### src/sorted_list_insert_remove_assert.svh
// assertion macros for the sorted list block
// used by the top level only, expects clk and rst_n in scope
`ifndef SORTED_LIST_INSERT_REMOVE_ASSERT_SVH
`define SORTED_LIST_INSERT_REMOVE_ASSERT_SVH

// same-cycle implication
`define SLRI_ASSERT_SAME(lbl, ante, cons) \
    lbl: assert property (@(posedge clk) disable iff (!rst_n) (ante) |-> (cons)) \
        else $error("sorted list check failed");

// next-cycle implication
`define SLRI_ASSERT_NEXT(lbl, ante, cons) \
    lbl: assert property (@(posedge clk) disable iff (!rst_n) (ante) |=> (cons)) \
        else $error("sorted list sequencing check failed");

`endif

### src/slri_pkg.sv
// shared types and constants for the sorted list insert/remove block
// no dependencies
package slri_pkg;

    localparam int CAPACITY = 16;
    localparam int IDX_W    = $clog2(CAPACITY);
    localparam int FILL_W   = $clog2(CAPACITY + 1);
    localparam int CNT_W    = 5;
    localparam int VAL_W    = 32;
    localparam int STAT_W   = 2;

    typedef enum logic [STAT_W-1:0] {
        STAT_DONE      = 2'd0,
        STAT_FULL      = 2'd1,
        STAT_NOT_FOUND = 2'd2
    } status_t;

    localparam logic OP_INSERT = 1'b0;
    localparam logic OP_REMOVE = 1'b1;

    typedef enum logic [1:0] {
        S_IDLE,
        S_EXEC,
        S_REPORT
    } state_t;

    // controller to datapath commands
    typedef struct packed {
        logic load;
        logic exec;
        logic report;
    } slri_cmd_t;

endpackage

### src/slri_datapath.sv
// sorted cell chain, fill counter and result register
// depends on slri_pkg
module slri_datapath
(
    input  logic                             clk,
    input  logic                             rst_n,
    input  slri_pkg::slri_cmd_t              cmd,
    input  logic                             in_op,
    input  logic signed [slri_pkg::VAL_W-1:0] in_value,
    output slri_pkg::status_t                res_status,
    output logic [slri_pkg::CNT_W-1:0]       res_count,
    output logic signed [slri_pkg::VAL_W-1:0] res_smallest,
    output logic signed [slri_pkg::VAL_W-1:0] res_largest
);
    import slri_pkg::*;

    logic                     op_reg;
    logic signed [VAL_W-1:0]  val_reg;
    logic signed [VAL_W-1:0]  ent_reg  [CAPACITY];
    logic signed [VAL_W-1:0]  ent_next [CAPACITY];
    logic [FILL_W-1:0]        fill_reg;
    logic [FILL_W-1:0]        fill_next;
    logic [FILL_W-1:0]        last_fill;
    status_t                  stat_reg;
    status_t                  stat_next;
    logic [CAPACITY-1:0]      valid;
    logic [CAPACITY-1:0]      gt;
    logic [CAPACITY-1:0]      ge;
    logic [CAPACITY-1:0]      eq;
    logic                     full;
    logic                     found;
    logic                     any_gt;
    status_t                  out_stat_reg;
    logic [CNT_W-1:0]         out_cnt_reg;
    logic signed [VAL_W-1:0]  out_min_reg;
    logic signed [VAL_W-1:0]  out_max_reg;

    // per-cell compares against the item value
    always_comb
    begin
        for (int i = 0; i < CAPACITY; i++)
        begin
            valid[i] = FILL_W'(i) < fill_reg;
            gt[i]    = valid[i] && (ent_reg[i] >  val_reg);
            ge[i]    = valid[i] && (ent_reg[i] >= val_reg);
            eq[i]    = valid[i] && (ent_reg[i] == val_reg);
        end
    end

    assign full   = (fill_reg == FILL_W'(CAPACITY));
    assign found  = |eq;
    assign any_gt = |gt;

    // cell updates: insert shifts the larger tail up, remove pulls the tail down
    always_comb
    begin
        fill_next = fill_reg;
        stat_next = STAT_DONE;
        for (int i = 0; i < CAPACITY; i++)
        begin
            ent_next[i] = ent_reg[i];
        end
        unique case (op_reg)
            OP_INSERT:
            begin
                if (full)
                begin
                    stat_next = STAT_FULL;
                end
                else
                begin
                    fill_next = fill_reg + FILL_W'(1);
                    for (int i = 0; i < CAPACITY; i++)
                    begin
                        if (i > 0 && gt[(i > 0) ? i - 1 : 0])
                        begin
                            ent_next[i] = ent_reg[(i > 0) ? i - 1 : 0];
                        end
                        else if (gt[i] || (FILL_W'(i) == fill_reg && !any_gt))
                        begin
                            ent_next[i] = val_reg;
                        end
                    end
                end
            end
            OP_REMOVE:
            begin
                if (!found)
                begin
                    stat_next = STAT_NOT_FOUND;
                end
                else
                begin
                    fill_next = fill_reg - FILL_W'(1);
                    for (int i = 0; i < CAPACITY - 1; i++)
                    begin
                        if (ge[i])
                        begin
                            ent_next[i] = ent_reg[i + 1];
                        end
                    end
                end
            end
            default:
            begin
                stat_next = STAT_DONE;
            end
        endcase
    end

    assign last_fill = fill_reg - FILL_W'(1);

    always_ff @(posedge clk)
    begin
        if (cmd.load)
        begin
            op_reg  <= in_op;
            val_reg <= in_value;
        end
        if (cmd.exec)
        begin
            for (int i = 0; i < CAPACITY; i++)
            begin
                ent_reg[i] <= ent_next[i];
            end
            stat_reg <= stat_next;
        end
        if (cmd.report)
        begin
            out_stat_reg <= stat_reg;
            out_cnt_reg  <= CNT_W'(fill_reg);
            out_min_reg  <= (fill_reg == '0) ? '0 : ent_reg[0];
            out_max_reg  <= (fill_reg == '0) ? '0 : ent_reg[last_fill[IDX_W-1:0]];
        end
    end

    always_ff @(posedge clk or negedge rst_n)
    begin
        if (!rst_n)
        begin
            fill_reg <= '0;
        end
        else if (cmd.exec)
        begin
            fill_reg <= fill_next;
        end
    end

    assign res_status   = out_stat_reg;
    assign res_count    = out_cnt_reg;
    assign res_smallest = out_min_reg;
    assign res_largest  = out_max_reg;

endmodule

### src/slri_controller.sv
// sequencing state machine and stream handshakes
// depends on slri_pkg
module slri_controller
(
    input  logic                clk,
    input  logic                rst_n,
    input  logic                s_tvalid,
    output logic                s_tready,
    output logic                m_tvalid,
    input  logic                m_tready,
    output slri_pkg::slri_cmd_t cmd
);
    import slri_pkg::*;

    state_t state_reg;
    state_t state_next;
    logic   out_valid_reg;
    logic   out_valid_next;
    logic   accept;
    logic   out_free;

    // input side only waits for the sequencer, a pending result is held at report
    assign s_tready = (state_reg == S_IDLE);
    assign accept   = s_tvalid && s_tready;
    assign out_free = !out_valid_reg || m_tready;

    always_comb
    begin
        state_next = state_reg;
        unique case (state_reg)
            S_IDLE:
            begin
                if (accept)
                begin
                    state_next = S_EXEC;
                end
            end
            S_EXEC:
            begin
                state_next = S_REPORT;
            end
            S_REPORT:
            begin
                if (out_free)
                begin
                    state_next = S_IDLE;
                end
            end
            default:
            begin
                state_next = S_IDLE;
            end
        endcase
    end

    always_comb
    begin
        cmd            = '0;
        out_valid_next = out_valid_reg && !m_tready;
        unique case (state_reg)
            S_IDLE:
            begin
                cmd.load = accept;
            end
            S_EXEC:
            begin
                cmd.exec = 1'b1;
            end
            S_REPORT:
            begin
                if (out_free)
                begin
                    cmd.report     = 1'b1;
                    out_valid_next = 1'b1;
                end
            end
            default:
            begin
                cmd = '0;
            end
        endcase
    end

    always_ff @(posedge clk or negedge rst_n)
    begin
        if (!rst_n)
        begin
            state_reg     <= S_IDLE;
            out_valid_reg <= 1'b0;
        end
        else
        begin
            state_reg     <= state_next;
            out_valid_reg <= out_valid_next;
        end
    end

    assign m_tvalid = out_valid_reg;

endmodule

### src/sorted_list_insert_remove.sv
// Sorted list of up to 16 signed 32-bit values kept in ascending order in a
// chain of compare cells. Each input word (tuser: 0 insert, 1 remove) goes
// through capture, one cell-chain update, and loading of the result
// register; the three-state sequencer takes no new word until it has loaded
// the result of the last one. The result register holds one word while the
// next input is accepted and processed; if that word is still unread when the
// next result is due, the sequencer waits in its report step until it leaves.
// Result: status, count, smallest and largest (0 when the list is empty).
// No clearing pass is needed after reset.
// depends on slri_pkg, slri_controller, slri_datapath and the assertion header
`include "sorted_list_insert_remove_assert.svh"

module sorted_list_insert_remove
(
    input  logic        clk,
    input  logic        rst_n,
    input  logic        s_tvalid,
    output logic        s_tready,
    input  logic [31:0] s_tdata,   // value[31:0]
    input  logic        s_tuser,   // opcode
    output logic        m_tvalid,
    input  logic        m_tready,
    output logic [71:0] m_tdata    // status[1:0], count[6:2], smallest[38:7],
                                   // largest[70:39], zero[71]
);
    import slri_pkg::*;

    slri_cmd_t               cmd;
    status_t                 res_status;
    logic [CNT_W-1:0]        res_count;
    logic signed [VAL_W-1:0] res_smallest;
    logic signed [VAL_W-1:0] res_largest;

    slri_controller u_ctrl
    (
        .clk      (clk),
        .rst_n    (rst_n),
        .s_tvalid (s_tvalid),
        .s_tready (s_tready),
        .m_tvalid (m_tvalid),
        .m_tready (m_tready),
        .cmd      (cmd)
    );

    slri_datapath u_dp
    (
        .clk          (clk),
        .rst_n        (rst_n),
        .cmd          (cmd),
        .in_op        (s_tuser),
        .in_value     (s_tdata),
        .res_status   (res_status),
        .res_count    (res_count),
        .res_smallest (res_smallest),
        .res_largest  (res_largest)
    );

    assign m_tdata = {1'b0, res_largest, res_smallest, res_count, res_status};

    // block is busy right after taking a word
    `SLRI_ASSERT_NEXT(a_busy_after_accept, s_tvalid && s_tready, !s_tready)
    // a dropped insert means the list is at capacity
    `SLRI_ASSERT_SAME(a_full_count, m_tvalid && (res_status == STAT_FULL),
        res_count == CNT_W'(CAPACITY))
    // ordering of the cell chain shows in the summary
    `SLRI_ASSERT_SAME(a_min_le_max, m_tvalid, res_smallest <= res_largest)
    // empty list reports zeros
    `SLRI_ASSERT_SAME(a_empty_zero, m_tvalid && (res_count == '0),
        (res_smallest == '0) && (res_largest == '0))

endmodule

### config.mk
export PLATFORM = sky130hd
export DESIGN_NAME = sorted_list_insert_remove
export DESIGN_NICKNAME = d
export VERILOG_FILES = /design/src/slri_pkg.sv /design/src/slri_datapath.sv /design/src/slri_controller.sv /design/src/sorted_list_insert_remove.sv
export VERILOG_INCLUDE_DIRS = /design/src /design/src/src
export SDC_FILE = /design/constraint.sdc
export NUM_CORES = 2
export LEC_CHECK = 0
export ABC_AREA = 1
export BUFFER_PORTS_ARGS = -buffer_cell sky130_fd_sc_hd__clkbuf_2
export CELL_PAD_IN_SITES_DETAIL_PLACEMENT = 0
export CELL_PAD_IN_SITES_GLOBAL_PLACEMENT = 2
export CORE_MARGIN = 5
export CORE_UTILIZATION = 40
export CTS_CLUSTER_SIZE = 10
export DETAILED_ROUTE_END_ITERATION = 12
export PLACE_DENSITY_LB_ADDON = 0.1
export SLEW_MARGIN = 20
export SYNTH_ARGS = -nofsm -noshare
export SYNTH_HDL_FRONTEND = slang
export SYNTH_SLANG_ARGS = --single-unit
### constraint.sdc
create_clock -name clk -period 7.2 [get_ports clk]
set_clock_uncertainty 0.2 [all_clocks]
set_input_delay 0.36 -clock clk [delete_from_list [all_inputs] [get_ports clk]]
set_output_delay 0.36 -clock clk [all_outputs]
set_load 0.01 [all_outputs]
== After elaboration in Yosys (flattened, before gate mapping) ==
Memory sizes are Yosys's and may differ from the RTL's. A register that Yosys moved wholly into a read port is not among the register bits.
Cells that the tools add are included.

* Bits in registers: 82
* RAM bits: 512
* Input port bits: 37
* Output and inout port bits: 74
* Word-level logic and storage cells: 256
* Memories: 1

{| class="wikitable"
|+ Memory list
! memory !! words !! width !! read ports !! clocked after Yosys merged registers in !! wr ports !! line !! source
|-
| u_dp.ent_reg || 16 || 32 || 17 || 1 || 16 || slri_datapath.sv:19 || <nowiki>logic signed [VAL_W-1:0] ent_reg [CAPACITY];</nowiki>
|}

* Add/subtract/negate cells: 2
* Order comparisons: 47
* Equal/unequal tests: 38
* Mux-type cells: 67
* Bitwise gates (word level): 1
* Reductions and logical operators: 91

{| class="wikitable"
|+ Operators with widths
! kind !! count
|-
| $mux W32 || 47
|-
| $pmux W480 S2 || 1
|-
| $eq A32 B32 Y1 || 16
|-
| $gt A32 B32 Y1 || 16
|-
| $mux W512 || 1
|-
| $ge A32 B32 Y1 || 15
|-
| $mux W480 || 1
|-
| $logic_and A1 B1 Y1 || 65
|-
| $eq A4 B5 Y1 const A || 8
|-
| $lt A4 B5 Y1 const A || 8
|-
| $reduce_or A16 Y1 || 2
|-
| $eq A3 B5 Y1 const A || 4
|-
| $lt A3 B5 Y1 const A || 4
|-
| $logic_or A1 B1 Y1 || 17
|-
| $eq A2 B5 Y1 const A || 2
|-
| $lt A1 B5 Y1 const A || 2
|-
| $lt A2 B5 Y1 const A || 2
|-
| $mux W5 || 2
|-
| $pmux W5 S2 || 1
|-
| $mux W1 || 9
|-
| $mux W2 || 3
|-
| $ne A2 B2 Y1 const B || 3
|-
| $pmux W2 S3 || 1
|-
| $add A5 B1 Y5 const B || 1
|-
| other kinds (13) || 15
|}

== Logic depth before layout (Yosys ltp) ==
An unclocked memory read counts as a cell.

* Word-level depth: 11
* Gate-level depth with buffers: 22
* Gate-level depth less buffers: 21

== Modules after synthesis ==
A second synthesis with hierarchy kept.

* Cells, all modules: 5,688
* Area total of the unflattened synthesis: 46,875.0 µm²

{| class="wikitable"
|+ Modules (own cells, without submodules)
! module !! times used !! cells each !! area an instance (µm²) !! seq. area each (µm²)
|-
| slri_datapath || 1 || 5,668 || 46,721.1 || 18,682.9
|-
| slri_controller || 1 || 18 || 142.6 || 75.1
|-
| sorted_list_insert_remove || 1 || 2 || 11.3 || 0.0
|}

== Least setup slack after synthesis ==
OpenSTA, ideal clock, no wires.

* Kind: register to register
* From: register u_dp.val_reg[31] (netlist name)
* To: memory u_dp.ent_reg[0][0], enable pin
* Library setup time: 432 ps
* Arrival: 4,366 ps
* Path slack: 2,202 ps
* Cell stages (with the launch flop): 16
* Path through: edfxtp_1 -> inv_1 -> clkbuf_1 -> ha_1 -> a21oi_1 -> o21a_1 -> nand2_1 -> a21oi_1 -> nand3_1 -> nand3_2 -> nand2_2 -> nor2_2 -> nand2_2 -> nor2_4 -> nand2_1 -> a21oi_1

{| class="wikitable"
|+ RTL lines
! element !! line
|-
| to (decl) || slri_datapath.sv:19
|}

==> impl_metrics.csv <==
group,metric,value,unit
power_and_ir_drop,switching_share,50.7,%
clocking,cts_sinks,626,
synthesis,syn_inst,5689,
synthesis,synth-async-reset-ratio,1.28,%
clocking,clock_latency,0.68,ns
setup_path,cp-start-kind,"flip-flop",
drt,vias,43200,
placed_design,portBuffers,109,
clocking,clkTransAtPathRegs,0.06,ns
placed_design,gp_congestion,0.901,
status,status,"finished clean",
layout,area_delta_synth_final,11.1,%
timing,min_period,5.83,ns
drt,drt_iter0_markers,4993,
power_and_ir_drop,p_per_area,399,nW/um^2
clocking,clock_path_buffers,3,
clocking,htree_levels,3,
layout,final_common_cell,"nand2_1",
drt,viasPerCell,5.94,
clocking,clockRootBuffer,"clkbuf_16",
synthesis,ys_ff_latch,626,
clocking,cts_resized,0,
power_and_ir_drop,peakVddDrop,0.000367,V
synthesis,synthesis.area,46800,sq um
synthesis,yosys-top-cells-area,"edfxtp_1 40%, ha_1 14%, o21ai_0 10%",
clocking,hold_buffers,37,
timing,tightest_slew,1.07,ns
setup_path,crit_fanout,17,
min_path,hp-class,"in2reg",
grt,grt_overflow,0,
power_and_ir_drop,switchingPower,10.5,mW
synthesis,yosys.area.top_type_share,39.6,%
timing,slew_headroom,28.3,%
layout,layout_common_cells,"1,141 x nand2_1, 953 x o21ai_0, 618 x edfxtp_1",
grt,grt_pass1_wl,291,mm
timing,finalSetupViolations,0,
grt,grt_pass1_vias,40000,
min_path,hold-path-cell-count,2,
setup_path,required,7.37,ns
layout,stdcell_count,7268,
clocking,cts_buffers,83,
synthesis,synth.avg_cell_area,8.23,sq um
grt,grt_start_max_net_pins,164,
timing,hold_viol,0,
layout,fin_nets,6237,
placed_design,dpl.cell_count,7085,
timing,finalHoldWorstSlack,0.200,ns
drt,drc,0,
floorplan,rows,125,
grt,antenna_found_initial,6,
synthesis,syn-num-nets,6243,
drt,drtAntennaViolNets,0,
floorplan,dieArea,124000,sq um
timing,fin_crit_sh,81.0,%
setup_path,crit_arrival,6.00,ns
power_and_ir_drop,pwr-share-clk,19.4,%
synthesis,synth_area_leader_cell,"edfxtp_1",
floorplan,die_h,352,um
layout,drive_gt1_share,7.77,%
floorplan,start_util,40.3,%
power_and_ir_drop,comb_power_share,54.1,%
power_and_ir_drop,internal_power,10.2,mW
setup_path,rr_worst_depth,18,
floorplan,fp.dieW,352,um
floorplan,core,116000,sq um
drt,wl,203,mm
timing,setup_slack,1.37,ns
flow_run,maxCapViolCount,0,
power_and_ir_drop,p_leak,21.5,nW
synthesis,ys.warnings.count,0,
timing,rsz0062_at_grt,"no",
floorplan,ios,111,
synthesis,ys_seq_area_share,40.1,%
clocking,post-cts-setup-buffer-count,0,
placed_design,hpwl,143,mm
setup_path,crit_path_end_kind,"flip-flop",
layout,fin_util,44.7,%
drt,drtPass1Iterations,6,
setup_path,worstSetupPathType,"reg2reg",
timing,fmax,0.171,GHz
layout,largest_reg_flops,512,
grt,grt_usage,31.5,%
drt,avgRoutedWirePerCell,27.9,um
clocking,cts_tree,"done",
synthesis,synthDistinctLibCells,51,
synthesis,ys.flop_type,"edfxtp_1",
synthesis,synth_edf_count,618,
placed_design,place_ws,1.42,ns
timing,drv_slew,0,
timing,setup_tns,0,ns
power_and_ir_drop,sequentialPowerShare,26.5,%
==> kinds of logic after synthesis <==
group                      synth area share [%]
adders and majority gates                  13.8
buffers and inverters                      7.12
DFF                                        40.1
AOI/OAI and AO/OA                          23.8
other                                   0.00801
and+or+nand+nor                            15.1
xor gates and xnor gates                  0.112
==> per-stage QoR <==
step           instance area [sq um]  total power, mW
6_report                       52000             20.7
3_5_place_dp                   49100             16.5
4_1_cts                        52000             20.6
2_1_floorplan                  46800             11.9
5_1_grt                        52000             21.9
3_3_place_gp                   49100             16.5
==> power groups by stage <==
stage	Clock [mW]	Sequential (mW)	Combinational [mW]
after floorplan	0	5.33	6.62
after global placement	0	5.54	11.0
after detailed placement	0	5.54	10.9
after CTS	4.09	5.47	11.0
after global routing	4.24	5.52	12.1
final	4.03	5.49	11.2
==> final cells by class <==
type / count / area (sq um)
fill: 11700 / 64200
clock buffer: 113 / 2240
tap: 1524 / 1910
inverter: 497 / 1880
antenna: 1 / 2.50
timing repair buffer: 268 / 1990
sequential: 626 / 18800
clock inverter: 32 / 249
multi-input combinational: 4207 / 25000
==> worst max-delay path: stages, from the launching register on <==
cell      delay [ns]
edfxtp_1        0.63
inv_1           0.49
buf_4           0.37
ha_1            0.32
nand4_1         0.15
nor3_1          0.68
nand2_1         0.12
nand2_1         0.21
nand2_1         0.10
nand2_1         0.07
nand2_1         0.07
nand3_2         0.07
nand2_2         0.08
nor2_2          0.22
nand2_1         0.12
nor2_4          0.49
nand2_2         0.13
a21oi_4         0.72
buf_12          0.25
==> routing by layer <==
| layer | global-route usage [%] | part of all wire (%) | up-vias |
|---|---|---|---|
| met2 | 48.1 | 43 | 1922 |
| met4 | 7.44 | 2.7 | 0 |
| met1 | 46.4 | 46 | 20800 |
| li1 | - | - | 20200 |
| met5 | 0 | 0 | - |
| met3 | 5.52 | 8.7 | 221 |
==> synth_stat cells, types with 22 or more instances <==
library cell  number
buf_2             78
a22o_1            50
nor3_1            22
a32o_1            57
nand4_1           43
o21ai_0          953
edfxtp_1         618
buf_1             31
a21oi_1          618
inv_1            482
ha_1             517
nor2_1           249
nand3_1          135
o21a_1            37
nand2_2           23
clkbuf_1         245
nand2_1         1141
o211ai_1         185
o21ai_1           66
==> path summary, 6_finish.rpt <==
| kind | start | endpoint | slack, ns |
|---|---|---|---|
| worst max-delay path | u_dp.val_reg[10] | u_dp.ent_reg[1][14] | 1.37 |
| worst min-delay path | s_tdata[30] | u_dp.val_reg[30] | 0.20 |
| worst max register to register | u_dp.val_reg[10] | u_dp.ent_reg[1][14] | 1.37 |
| worst min register to register | u_dp.stat_reg[0] | u_dp.res_status[0] | 0.25 |
| max in group asynchronous | rst_n | u_dp.fill_reg[0] | 5.78 |
| min in group asynchronous | rst_n | u_dp.fill_reg[3] | 0.61 |
Note: power is estimated with default switching activity, not from simulation.
